===== src/sv/lcrm_pkg.sv =====
// Package for the link counter rate meter: types, constants and sequencer states.
package lcrm_pkg;

    localparam int DATA_W          = 64;
    localparam int CTR_W_DEFAULT   = 64;
    localparam int EPOCH_W_DEFAULT = 32;
    localparam int NUM_CTR         = 8;
    localparam int CTR_IDX_W       = $clog2(NUM_CTR);
    localparam int NUM_RATES       = 4;
    localparam int RATE_IDX_W      = $clog2(NUM_RATES);
    localparam int NS_W            = 30;
    localparam int HALF_W          = DATA_W / 2;
    localparam int PART_W          = HALF_W + NS_W;
    localparam int PROD_W          = DATA_W + NS_W;
    localparam int QUO_CNT_W       = $clog2(DATA_W);
    localparam int CFG_INDEX_W     = 4;
    localparam int BYTE_SHIFT      = 3;

    localparam logic [NS_W-1:0]   NS_PER_SEC    = NS_W'(1000000000);
    localparam logic [DATA_W-1:0] MAX_GAP_RESET = 64'd3000000000;

    // configuration register indexes
    localparam logic [CFG_INDEX_W-1:0] CFG_FORWARD_IS_RX = 4'd0;
    localparam logic [CFG_INDEX_W-1:0] CFG_MAX_GAP_NS    = 4'd1;

    // gap codes
    localparam logic [2:0] GAP_NONE     = 3'd0;
    localparam logic [2:0] GAP_INVALID  = 3'd1;
    localparam logic [2:0] GAP_FIRST    = 3'd2;
    localparam logic [2:0] GAP_IDENTITY = 3'd3;
    localparam logic [2:0] GAP_TIME     = 3'd4;
    localparam logic [2:0] GAP_RESET    = 3'd5;

    // counter order inside the sample
    localparam logic [CTR_IDX_W-1:0] CTR_LAST = CTR_IDX_W'(NUM_CTR - 1);
    localparam logic [RATE_IDX_W-1:0] RATE_LAST = RATE_IDX_W'(NUM_RATES - 1);

    typedef struct packed {
        logic        sample_valid;
        logic [3:0]  invalid_reason;
        logic [63:0] identity_tag;
        logic [63:0] timestamp_ns;
        logic [63:0] rx_bytes;
        logic [63:0] tx_bytes;
        logic [63:0] rx_packets;
        logic [63:0] tx_packets;
        logic [63:0] rx_errors;
        logic [63:0] tx_errors;
        logic [63:0] rx_dropped;
        logic [63:0] tx_dropped;
    } sample_t;

    typedef struct packed {
        logic [2:0]  gap_code;
        logic [3:0]  reason_echo;
        logic        rates_valid;
        logic [63:0] forward_bits_rate;
        logic [63:0] reverse_bits_rate;
        logic [63:0] forward_packet_rate;
        logic [63:0] reverse_packet_rate;
        logic [31:0] epoch_count;
    } result_t;

    typedef enum logic [3:0] {
        ST_IDLE,
        ST_CLASSIFY,
        ST_TIME,
        ST_TCMP,
        ST_SCAN,
        ST_DELTA,
        ST_MUL,
        ST_DIV,
        ST_DONE
    } state_t;

endpackage


===== src/sv/link_counter_rate_meter.sv =====
// Top level of the link counter rate meter: sequencer, sample state and result register.
//
//  channel  | direction | handshake           | payload
//  smp      | in        | smp_valid/smp_stall | lcrm_pkg::sample_t
//  res      | out       | res_valid/res_stall | lcrm_pkg::result_t
//  cfg      | in        | cfg_valid/cfg_ready | cfg_index, cfg_data
//
// A sample with an early gap (invalid, first, identity) ends after the classify step,
// one that fails the time or counter checks after the counter scan; a rated sample
// runs a multiply and a division on the single bit-serial divider for each of its
// four rates, and a saturated division ends without iterating.
// smp_stall stays high from the transaction until the result is loaded into the
// output register; a stalled result blocks only the next sample's completion.
// rst_n clears control, the previous-valid flag and the epoch, and sets the configuration to its defaults.
module link_counter_rate_meter #(
    parameter int COUNTER_WIDTH = lcrm_pkg::CTR_W_DEFAULT,
    parameter int EPOCH_WIDTH   = lcrm_pkg::EPOCH_W_DEFAULT
) (
    input  logic                             clk,
    input  logic                             rst_n,
    input  logic                             smp_valid,
    output logic                             smp_stall,
    input  lcrm_pkg::sample_t                smp,
    output logic                             res_valid,
    input  logic                             res_stall,
    output lcrm_pkg::result_t                res,
    input  logic                             cfg_valid,
    output logic                             cfg_ready,
    input  logic [lcrm_pkg::CFG_INDEX_W-1:0] cfg_index,
    input  logic [lcrm_pkg::DATA_W-1:0]      cfg_data
);
    import lcrm_pkg::*;

    localparam int CW = COUNTER_WIDTH;
    localparam int EW = EPOCH_WIDTH;

    state_t state_reg;
    state_t state_next;

    // configuration
    logic              fwd_rx_reg;
    logic [DATA_W-1:0] max_gap_reg;

    // previous sample
    logic              prev_valid_reg;
    logic [DATA_W-1:0] prev_ident_reg;
    logic [DATA_W-1:0] prev_time_reg;
    logic [CW-1:0]     prev_ctr_reg [NUM_CTR];
    logic [EW-1:0]     epoch_reg;
    logic [EW-1:0]     epoch_next;

    // work registers
    sample_t               item_reg;
    logic [2:0]            gap_reg;
    logic [2:0]            gap_next;
    logic [DATA_W-1:0]     dt_reg;
    logic                  time_bad_reg;
    logic                  time_bad_next;
    logic                  dec_reg;
    logic                  dec_next;
    logic [CTR_IDX_W-1:0]  idx_reg;
    logic [CTR_IDX_W-1:0]  idx_next;
    logic [RATE_IDX_W-1:0] ridx_reg;
    logic [RATE_IDX_W-1:0] ridx_next;
    logic [DATA_W-1:0]     rate_reg [NUM_RATES];

    result_t res_reg;
    logic    res_valid_reg;

    logic [CW-1:0]        cur [NUM_CTR];
    logic [CTR_IDX_W-1:0] sel;
    logic [CW-1:0]        delta;
    logic [DATA_W:0]      time_diff;
    logic                 accept;
    logic                 load;
    logic                 mul_start;
    logic                 mul_done;
    logic [PROD_W-1:0]    product;
    logic [2*DATA_W-1:0]  dividend;
    logic                 div_start;
    logic                 div_done;
    logic [DATA_W-1:0]    quotient;
    logic [63:0]          epoch_ext;

    assign accept    = smp_valid && !smp_stall;
    assign smp_stall = (state_reg != ST_IDLE);
    assign cfg_ready = 1'b1;

    assign cur[0] = item_reg.rx_bytes[CW-1:0];
    assign cur[1] = item_reg.tx_bytes[CW-1:0];
    assign cur[2] = item_reg.rx_packets[CW-1:0];
    assign cur[3] = item_reg.tx_packets[CW-1:0];
    assign cur[4] = item_reg.rx_errors[CW-1:0];
    assign cur[5] = item_reg.tx_errors[CW-1:0];
    assign cur[6] = item_reg.rx_dropped[CW-1:0];
    assign cur[7] = item_reg.tx_dropped[CW-1:0];

    // rate order: forward bits, reverse bits, forward packets, reverse packets
    assign sel       = CTR_IDX_W'({ridx_reg[1], ridx_reg[0] ^ !fwd_rx_reg});
    assign delta     = cur[sel] - prev_ctr_reg[sel];
    assign time_diff = {1'b0, item_reg.timestamp_ns} - {1'b0, prev_time_reg};
    assign dividend  = ridx_reg[1] ? (2*DATA_W)'(product)
                                   : ((2*DATA_W)'(product) << BYTE_SHIFT);
    assign epoch_next = (gap_reg != GAP_NONE) ? epoch_reg + 1'b1 : epoch_reg;
    assign epoch_ext  = 64'(epoch_next);

    lcrm_mul u_mul (
        .clk     (clk),
        .rst_n   (rst_n),
        .start   (mul_start),
        .operand (DATA_W'(delta)),
        .done    (mul_done),
        .product (product)
    );

    lcrm_div u_div (
        .clk         (clk),
        .rst_n       (rst_n),
        .start       (div_start),
        .dividend_hi (dividend[2*DATA_W-1:DATA_W]),
        .dividend_lo (dividend[DATA_W-1:0]),
        .divisor     (dt_reg),
        .done        (div_done),
        .quotient    (quotient)
    );

    always_comb
    begin
        state_next    = state_reg;
        gap_next      = gap_reg;
        time_bad_next = time_bad_reg;
        dec_next      = dec_reg;
        idx_next      = idx_reg;
        ridx_next     = ridx_reg;
        mul_start     = 1'b0;
        div_start     = 1'b0;
        load          = 1'b0;
        case (state_reg)
            ST_IDLE:
            begin
                if (accept)
                begin
                    state_next = ST_CLASSIFY;
                end
            end
            ST_CLASSIFY:
            begin
                gap_next   = GAP_NONE;
                state_next = ST_TIME;
                if (!item_reg.sample_valid)
                begin
                    gap_next   = GAP_INVALID;
                    state_next = ST_DONE;
                end
                else if (!prev_valid_reg)
                begin
                    gap_next   = GAP_FIRST;
                    state_next = ST_DONE;
                end
                else if (item_reg.identity_tag != prev_ident_reg)
                begin
                    gap_next   = GAP_IDENTITY;
                    state_next = ST_DONE;
                end
            end
            ST_TIME:
            begin
                // borrow or zero means time did not move forward
                time_bad_next = time_diff[DATA_W] || (time_diff[DATA_W-1:0] == '0);
                state_next    = ST_TCMP;
            end
            ST_TCMP:
            begin
                time_bad_next = time_bad_reg || (dt_reg > max_gap_reg);
                dec_next      = 1'b0;
                idx_next      = '0;
                state_next    = ST_SCAN;
            end
            ST_SCAN:
            begin
                dec_next = dec_reg || (cur[idx_reg] < prev_ctr_reg[idx_reg]);
                idx_next = idx_reg + 1'b1;
                if (idx_reg == CTR_LAST)
                begin
                    ridx_next = '0;
                    if (dec_next)
                    begin
                        gap_next   = GAP_RESET;
                        state_next = ST_DONE;
                    end
                    else if (time_bad_reg)
                    begin
                        gap_next   = GAP_TIME;
                        state_next = ST_DONE;
                    end
                    else
                    begin
                        state_next = ST_DELTA;
                    end
                end
            end
            ST_DELTA:
            begin
                mul_start  = 1'b1;
                state_next = ST_MUL;
            end
            ST_MUL:
            begin
                if (mul_done)
                begin
                    div_start  = 1'b1;
                    state_next = ST_DIV;
                end
            end
            ST_DIV:
            begin
                if (div_done)
                begin
                    ridx_next  = ridx_reg + 1'b1;
                    state_next = (ridx_reg == RATE_LAST) ? ST_DONE : ST_DELTA;
                end
            end
            ST_DONE:
            begin
                if (!res_valid_reg || !res_stall)
                begin
                    load       = 1'b1;
                    state_next = ST_IDLE;
                end
            end
            default:
            begin
                state_next = ST_IDLE;
            end
        endcase
    end

    always_ff @(posedge clk or negedge rst_n)
    begin
        if (!rst_n)
        begin
            state_reg      <= ST_IDLE;
            fwd_rx_reg     <= 1'b1;
            max_gap_reg    <= MAX_GAP_RESET;
            prev_valid_reg <= 1'b0;
            epoch_reg      <= '0;
            res_valid_reg  <= 1'b0;
        end
        else
        begin
            state_reg <= state_next;
            if (cfg_valid && cfg_ready)
            begin
                case (cfg_index)
                    CFG_FORWARD_IS_RX: fwd_rx_reg  <= cfg_data[0];
                    CFG_MAX_GAP_NS:    max_gap_reg <= cfg_data;
                    default:
                    begin
                    end
                endcase
            end
            if (load)
            begin
                prev_valid_reg <= item_reg.sample_valid;
                epoch_reg      <= epoch_next;
                res_valid_reg  <= 1'b1;
            end
            else if (!res_stall)
            begin
                res_valid_reg <= 1'b0;
            end
        end
    end

    always_ff @(posedge clk)
    begin
        gap_reg      <= gap_next;
        time_bad_reg <= time_bad_next;
        dec_reg      <= dec_next;
        idx_reg      <= idx_next;
        ridx_reg     <= ridx_next;
        if (accept)
        begin
            item_reg <= smp;
        end
        if (state_reg == ST_TIME)
        begin
            dt_reg <= time_diff[DATA_W-1:0];
        end
        if (state_reg == ST_DIV && div_done)
        begin
            rate_reg[ridx_reg] <= quotient;
        end
        if (load)
        begin
            prev_ident_reg <= item_reg.identity_tag;
            prev_time_reg  <= item_reg.timestamp_ns;
            for (int i = 0; i < NUM_CTR; i++)
            begin
                prev_ctr_reg[i] <= cur[i];
            end
            res_reg.gap_code    <= gap_reg;
            res_reg.reason_echo <= (gap_reg == GAP_INVALID) ? item_reg.invalid_reason : 4'd0;
            res_reg.rates_valid <= (gap_reg == GAP_NONE);
            res_reg.forward_bits_rate   <= (gap_reg == GAP_NONE) ? rate_reg[0] : '0;
            res_reg.reverse_bits_rate   <= (gap_reg == GAP_NONE) ? rate_reg[1] : '0;
            res_reg.forward_packet_rate <= (gap_reg == GAP_NONE) ? rate_reg[2] : '0;
            res_reg.reverse_packet_rate <= (gap_reg == GAP_NONE) ? rate_reg[3] : '0;
            res_reg.epoch_count         <= epoch_ext[31:0];
        end
    end

    assign res_valid = res_valid_reg;
    assign res       = res_reg;

    a_rates_valid: assert property (@(posedge clk) disable iff (!rst_n)
        res_valid |-> (res.rates_valid == (res.gap_code == GAP_NONE)))
        else $error("rates_valid disagrees with gap code");

    a_reason_echo: assert property (@(posedge clk) disable iff (!rst_n)
        (res_valid && res.gap_code != GAP_INVALID) |-> (res.reason_echo == 4'd0))
        else $error("reason echoed without a source-invalid gap");

    a_rates_zero: assert property (@(posedge clk) disable iff (!rst_n)
        (res_valid && res.gap_code != GAP_NONE) |->
        (res.forward_bits_rate == '0 && res.reverse_bits_rate == '0 &&
         res.forward_packet_rate == '0 && res.reverse_packet_rate == '0))
        else $error("nonzero rate on a gap");

    a_epoch_step: assert property (@(posedge clk) disable iff (!rst_n)
        (load && gap_reg != GAP_NONE) |=> (epoch_reg == $past(epoch_reg) + 1'b1))
        else $error("epoch did not advance on a gap");

    a_mul_seq: assert property (@(posedge clk) disable iff (!rst_n)
        mul_done |-> (state_reg == ST_MUL))
        else $error("multiplier finished outside the multiply step");

endmodule


===== src/sv/lcrm_mul.sv =====
// Counter delta times one second in ns, one 32 x 30 multiplier reused over two halves.
module lcrm_mul (
    input  logic                                  clk,
    input  logic                                  rst_n,
    input  logic                                  start,
    input  logic [lcrm_pkg::DATA_W-1:0]           operand,
    output logic                                  done,
    output logic [lcrm_pkg::PROD_W-1:0]           product
);
    import lcrm_pkg::*;

    logic [DATA_W-1:0] a_reg;
    logic [PART_W-1:0] p_reg;
    logic [PROD_W-1:0] acc_reg;
    logic [1:0]        step_reg;
    logic [1:0]        step_next;
    logic              done_reg;
    logic [HALF_W-1:0] half;
    logic [PART_W-1:0] mult;

    // step 1 multiplies the low half, step 2 the high half, step 3 adds
    assign half = (step_reg == 2'd1) ? a_reg[HALF_W-1:0] : a_reg[DATA_W-1:HALF_W];
    assign mult = PART_W'(half) * PART_W'(NS_PER_SEC);

    always_comb
    begin
        step_next = step_reg;
        if (start)
        begin
            step_next = 2'd1;
        end
        else if (step_reg != 2'd0)
        begin
            step_next = step_reg + 2'd1;
        end
    end

    always_ff @(posedge clk or negedge rst_n)
    begin
        if (!rst_n)
        begin
            step_reg <= 2'd0;
            done_reg <= 1'b0;
        end
        else
        begin
            step_reg <= step_next;
            done_reg <= (step_reg == 2'd3);
        end
    end

    always_ff @(posedge clk)
    begin
        if (start)
        begin
            a_reg <= operand;
        end
        case (step_reg)
            2'd1:
            begin
                p_reg <= mult;
            end
            2'd2:
            begin
                acc_reg <= PROD_W'(p_reg);
                p_reg   <= mult;
            end
            2'd3:
            begin
                acc_reg <= acc_reg + (PROD_W'(p_reg) << HALF_W);
            end
            default:
            begin
            end
        endcase
    end

    assign done    = done_reg;
    assign product = acc_reg;

endmodule


===== src/sv/lcrm_div.sv =====
// Restoring 128 / 64 divider, one quotient bit per cycle, saturating at 64 bits.
module lcrm_div (
    input  logic                        clk,
    input  logic                        rst_n,
    input  logic                        start,
    input  logic [lcrm_pkg::DATA_W-1:0] dividend_hi,
    input  logic [lcrm_pkg::DATA_W-1:0] dividend_lo,
    input  logic [lcrm_pkg::DATA_W-1:0] divisor,
    output logic                        done,
    output logic [lcrm_pkg::DATA_W-1:0] quotient
);
    import lcrm_pkg::*;

    logic                 busy_reg;
    logic                 done_reg;
    logic [QUO_CNT_W-1:0] cnt_reg;
    logic [DATA_W-1:0]    rem_reg;
    logic [DATA_W-1:0]    lo_reg;
    logic [DATA_W-1:0]    dsr_reg;
    logic [DATA_W:0]      shifted;
    logic [DATA_W:0]      diff;
    logic                 ge;
    logic                 sat;

    assign sat     = (dividend_hi >= divisor);
    assign shifted = {rem_reg, lo_reg[DATA_W-1]};
    assign diff    = shifted - {1'b0, dsr_reg};
    assign ge      = !diff[DATA_W];

    always_ff @(posedge clk or negedge rst_n)
    begin
        if (!rst_n)
        begin
            busy_reg <= 1'b0;
            done_reg <= 1'b0;
            cnt_reg  <= '0;
        end
        else
        begin
            done_reg <= 1'b0;
            if (start)
            begin
                busy_reg <= !sat;
                done_reg <= sat;
                cnt_reg  <= '0;
            end
            else if (busy_reg)
            begin
                cnt_reg <= cnt_reg + 1'b1;
                if (cnt_reg == {QUO_CNT_W{1'b1}})
                begin
                    busy_reg <= 1'b0;
                    done_reg <= 1'b1;
                end
            end
        end
    end

    // quotient bits shift into the low word as dividend bits leave it
    always_ff @(posedge clk)
    begin
        if (start)
        begin
            rem_reg <= dividend_hi;
            lo_reg  <= sat ? {DATA_W{1'b1}} : dividend_lo;
            dsr_reg <= divisor;
        end
        else if (busy_reg)
        begin
            rem_reg <= ge ? diff[DATA_W-1:0] : shifted[DATA_W-1:0];
            lo_reg  <= {lo_reg[DATA_W-2:0], ge};
        end
    end

    assign done     = done_reg;
    assign quotient = lo_reg;

endmodule


===== config.mk =====
export PLATFORM = sky130hd
export DESIGN_NAME = link_counter_rate_meter
export DESIGN_NICKNAME = d
export VERILOG_FILES = /design/src/sv/lcrm_pkg.sv /design/src/sv/link_counter_rate_meter.sv /design/src/sv/lcrm_mul.sv /design/src/sv/lcrm_div.sv
export SDC_FILE = /design/constraint.sdc
export NUM_CORES = 2
export LEC_CHECK = 0
export BUFFER_PORTS_ARGS = -buffer_cell sky130_fd_sc_hd__buf_4
export CAP_MARGIN = 20
export CORE_MARGIN = 3
export CORE_UTILIZATION = 50
export DETAILED_ROUTE_END_ITERATION = 12
export PLACE_DENSITY = 0.69
export SETUP_SLACK_MARGIN = 0.1
export SYNTH_ARGS = -nofsm -noshare
export SYNTH_HDL_FRONTEND = slang
export SYNTH_SLANG_ARGS = --single-unit

===== constraint.sdc =====
create_clock -name clk -period 64.9 [get_ports clk]
set_input_delay 6.49 -clock clk [delete_from_list [all_inputs] [get_ports clk]]
set_output_delay 6.49 -clock clk [all_outputs]
set_load 0.005 [all_outputs]

== Yosys cells after proc, flatten, opt, wreduce, memory -nomap -nowiden ==
Memories as Yosys holds them, arrays and structs flattened. A register that Yosys moved wholly into a read port is not among the register bits.
Index checks and enable logic that the tools add are counted.

* Register bits after elaboration: 1,404
* Memory bits (writable): 768
* Output and inout port bits: 299
* Logic and storage cells: 184
* Memories: 2

* Add/sub/neg operators: 9
* Multiply operators: 1
* Magnitude comparators: 5
* Eq/ne operators: 24
* Multiplexer cells: 63
* Bitwise gates (word level): 3
* Reductions and logical operators: 36

{| class="wikitable"
|+ Memories
! memory !! depth !! width !! read ports !! clocked after Yosys merged registers in !! write ports !! RTL line !! text
|-
| prev_ctr_reg || 8 || 64 || 2 || 1 || 8 || link_counter_rate_meter.sv:48 || <nowiki>logic [CW-1:0] prev_ctr_reg [NUM_CTR];</nowiki>
|-
| rate_reg || 4 || 64 || 4 || 4 || 1 || link_counter_rate_meter.sv:65 || <nowiki>logic [DATA_W-1:0] rate_reg [NUM_RATES];</nowiki>
|}

{| class="wikitable"
|+ Operator list
! cell !! number
|-
| $mux 64 || 10
|-
| $bmux 64 s3 || 2
|-
| $pmux 94 s2 || 1
|-
| $mux 97 || 1
|-
| $add 94x94->94 || 1
|-
| $sub 64x64->65 || 1
|-
| $sub 65x64->65 || 1
|-
| $ge 33x64->1 || 1
|-
| $gt 64x64->1 || 1
|-
| $logic_not 64->1 || 1
|-
| $lt 64x64->1 || 1
|-
| $mux 32 || 2
|-
| $ne 64x64->1 || 1
|-
| $sub 64x64->64 || 1
|-
| $mul 32x21->53 const B || 1
|-
| $mux 4 || 11
|-
| $pmux 4 s9 || 1
|-
| $add 32x1->32 const B || 1
|-
| $mux 1 || 17
|-
| $eq 4x3->1 const B || 4
|-
| $reduce_bool 2->1 || 8
|-
| $mux 2 || 7
|-
| $mux 3 || 4
|-
| $mux 6 || 2
|-
| other kinds (32) || 60
|}

== Depth between registers and ports, before layout ==
* Depth after elaboration: 9
* Depth in mapped cells: 34
* Depth with buffers taken out: 31

== Cells and area by module ==
A second synthesis with hierarchy kept.

* Cells, all modules: 8,835
* Area, all modules: 125,679.3 sq um

{| class="wikitable"
|+ Modules (own cells, without submodules)
! module !! instances !! cells an instance !! area an instance (sq um) !! sequential area each (sq um)
|-
| link_counter_rate_meter || 1 || 5,169 || 87,949.4 || 60,038.8
|-
| lcrm_mul || 1 || 2,184 || 23,612.6 || 6,140.9
|-
| lcrm_div || 1 || 1,482 || 14,117.3 || 5,965.7
|}

== Worst setup path before layout ==
No wires, ideal clock.

* Kind: input to register
* From: input res_stall
* To: register epoch_reg[11]
* Setup time: 0.176 ns
* Data arrival time: 34.200 ns
* Path slack: 30.524 ns
* Cell stages on the path: 6
* Buffers on the path: 1
* Cells stage by stage: nand2_1 nand2b_1 inv_1 clkbuf_1 nand2_1 xnor2_1

* Word-level cells in the longest chain between the ends: 4

{| class="wikitable"
|+ Ends and longest elaborated chain
! element !! RTL line !! text
|-
| start: declaration || link_counter_rate_meter.sv:25 || <nowiki>input logic res_stall,</nowiki>
|-
| $logic_not 1->1 || - ||
|-
| $logic_or 1x1->1 || link_counter_rate_meter.sv:225 || <nowiki>if (!res_valid_reg || !res_stall)</nowiki>
|-
| $mux 1 || link_counter_rate_meter.sv:225 ||
|-
| $mux 1 || link_counter_rate_meter.sv:138 || <nowiki>case (state_reg)</nowiki>
|-
| net load || link_counter_rate_meter.sv:75 || <nowiki>logic load;</nowiki>
|-
| end signal: assignment || link_counter_rate_meter.sv:265 || <nowiki>epoch_reg <= epoch_next;</nowiki>
|-
| end: declaration || link_counter_rate_meter.sv:49 || <nowiki>logic [EW-1:0] epoch_reg;</nowiki>
|}

The timed path passes the listed nets, and every way through them passes these cells.
A chain may end at the register's enable or synchronous reset.

==> impl_metrics.ini <==
[placed_design]
hpwlAfterDp_mm = 248
io_buffer_count = 1015
gp_congestion = 0.935
dpl_cell_area_sq_um = 134000

[global_route]
overflow = 0
use_met2_pct = 41.0
busiest_layer = met2
antenna_found_initial = 16
grt_pass1_vias = 73053
grt_max_degree = 177
grtUsageTotal_pct = 25.2
grtUsageMet1_pct = 35.0
grt_pass1_wl_mm = 472
use_met3_pct = 3.72

[floorplan]
core-area_sq_um = 243000
die_y_um = 501
floorplan.initialDensity_pct = 50.3
rows = 181
ios = 1017
fp.dieW_um = 501
die_area_sq_um = 251000

[clock_tree]
cts.sinks = 2422
cts-root-buf = clkbuf_16
cts_tree = done
insertion_delay_ns = 0.92
cts_hold_buf = 0
cts_buffers = 238
cts_setup_buffers = 0
clk_pin_slew_ns = 0.06
clockBufferDepth = 3
cts-resized-gates = 0
cts_max_level = 4

[min_path]
worstHoldStart = cur[102]
hold_class = reg -> reg

[timing]
rsz0062_at_grt = false
fin_skew_ns = 0.0866
period_share_pct = 18.2
slew_violations = 0
min_period_ns = 11.80
finalHoldViolCount = 0
finalSetupTns_ns = 0
slew_headroom_pct = 27.1
worst_pin_slew_ns = 1.06
setup_viol = 0
fmax_ghz = 0.0848

[worst_setup_path]
crit_arrival_ns = 12.29
criticalPathCategory = in -> reg
cpMostUsedCell = buf_4
cp_slowest_cell = buf_4
worstPathRequired_ns = 65.39
crit_path_start_kind = primary input
path_cells = buf_4 -> nand2_1 -> nand2b_1 -> buf_4 -> inv_8 -> buf_4 -> buf_4 -> buf_4 -> buf_12 -> buf_4
regToRegStartpoint = u_mul.step_reg[1]
max_stage_delay_ns = 0.96
end_kind = flip-flop
cp_max_fo = 175
setup.worst_path.start = res_stall

[pwr]
ir_worst_vdd_v = 0.0000369
p_leak_nw = 56.5
powerDensity_nw_per_um2 = 32.8

[synth]
ys_seq_area_share_pct = 58.9
synth_ff_type = edfxtp_1
synth_edf_count = 2305
syn_area_sq_um = 123000
ys_seq_elements = 2422
syn_nets = 10054
syn_inst = 8357
yosysUniqueCellTypes = 89
ys_warn_count = 0
synth_area_per_cell_sq_um = 14.7
async_flop_share_pct = 4.71

[layout]
layout_commonest_cell = edfxtp_1
layout.nets = 11109
fillCellCount = 18716
fin_area_sq_um = 142000
area_delta_synth_final_pct = 16.0
final_cell_mix = edfxtp_1, buf_4, inv_1, ha_1, mux4_2
drive_gt1_share_pct = 21.8

[drt]
antenna_left = 0
wirelength_mm = 321
first_pass_iters = 6
drc = 0
wl_per_cell_um = 25.0
vias = 72894
first_iter_violations = 6420
via_per_inst = 5.68

[status]
status = finished clean

[flow_run]
drv_cap = 0
==> area by class of cell <==
class / instances / area [sq um] / share of cell area, %
inverter: 876 / 3310 / 2.33
sequential: 2422 / 72200 / 50.8
clock inverter: 179 / 2160 / 1.52
clock buffer: 276 / 6120 / 4.30
multi-input combinational: 4786 / 46100 / 32.5
tap: 3202 / 4010 / 2.82
antenna: 9 / 22.5 / 0.0158
timing repair buffer: 1088 / 8240 / 5.80
==> cells in the mapped netlist (13+ instances only) <==
master | n | area [sq um]
a21o_1 | 248 | 1860
o21ai_0 | 212 | 1060
or3_1 | 22 | 138
nor2_1 | 294 | 1100
dfstp_2 | 13 | 342
o21bai_1 | 54 | 405
mux4_2 | 383 | 8630
o211ai_1 | 25 | 188
ha_1 | 672 | 8410
nor2b_1 | 84 | 526
and3_1 | 63 | 394
nand3_1 | 85 | 425
or2_2 | 13 | 81.3
and2_1 | 301 | 1880
a21boi_0 | 21 | 158
inv_1 | 874 | 3280
nand2b_1 | 53 | 332
xor2_1 | 201 | 1760
dfrtp_1 | 101 | 2530
mux2_2 | 190 | 2140
clkbuf_1 | 226 | 848
a31oi_1 | 82 | 513
a211oi_1 | 31 | 233
edfxtp_1 | 2305 | 69200
nor4_1 | 43 | 269
mux2i_1 | 205 | 2050
nand4_1 | 80 | 500
nand2_1 | 269 | 1010
and4_1 | 16 | 140
a21oi_1 | 349 | 1750
buf_1 | 37 | 139
fa_1 | 307 | 6150
o31ai_1 | 18 | 135
nor3_1 | 47 | 235
o21a_1 | 57 | 428
xnor2_1 | 214 | 1870
==> routing by layer <==
metal | share of wire (%) | vias up | wire (um)
li1 | - | 33116 | -
met1 | 42 | 36370 | 134000
met2 | 48 | 2932 | 153000
met3 | 6.9 | 474 | 22300
met4 | 3.7 | 2 | 11800
met5 | 0.0040 | - | 13
==> worst paths after layout <==
kind	endpoint	slack, ns	cells past startpoint
min reg2reg	prev_ctr_reg[6][38]	0.44	0
min in group asynchronous	max_gap_reg[61]	5.77	1
max reg2reg	u_mul.p_reg[58]	55.54	29
max	prev_ctr_reg[6][45]	53.10	10
min	prev_ctr_reg[6][38]	0.44	0
max in group asynchronous	epoch_reg[25]	57.86	2
==> logic make-up after synthesis <==
| group | share of synthesized area, % |
|---|---|
| AOI/OAI and AO/OA | 6.28 |
| xor gates and xnor gates | 2.98 |
| adders and majority gates | 11.9 |
| buffers and inverters | 3.54 |
| DFF | 58.9 |
| muxes | 10.5 |
| other | 0.00306 |
| and+or+nand+nor | 5.99 |
==> power breakdown <==
part / total (mW) / internal, mW / switching, mW / leakage, nW
registers: 2.23 / 2.07 / 0.153 / 22.2
logic: 1.01 / 0.422 / 0.588 / 30.4
clock network: 1.43 / 0.819 / 0.612 / 3.99
==> stage by stage <==
step / hold WS [ns] / cells / total power [mW] / util [%] / setup WS [ns]
2_1_floorplan: 0.421 / 8357 / 3.06 / - / 30.52
3_3_place_gp: 0.426 / 12373 / 3.23 / 55.0 / 52.41
3_5_place_dp: 0.427 / 12373 / 3.26 / 55.0 / 52.14
4_1_cts: 0.435 / 12828 / 4.69 / 58.4 / 53.10
5_1_grt: 0.452 / 12834 / 4.86 / 58.4 / 52.66
6_report: 0.441 / 12838 / 4.67 / 58.4 / 53.10
==> critical path: cells and delay by family <==
kind	cells	cell delay (ns)
buffers and inverters	8	5.00
AND/OR/NAND/NOR	2	0.36
Note: power is estimated with default switching activity, not from simulation.
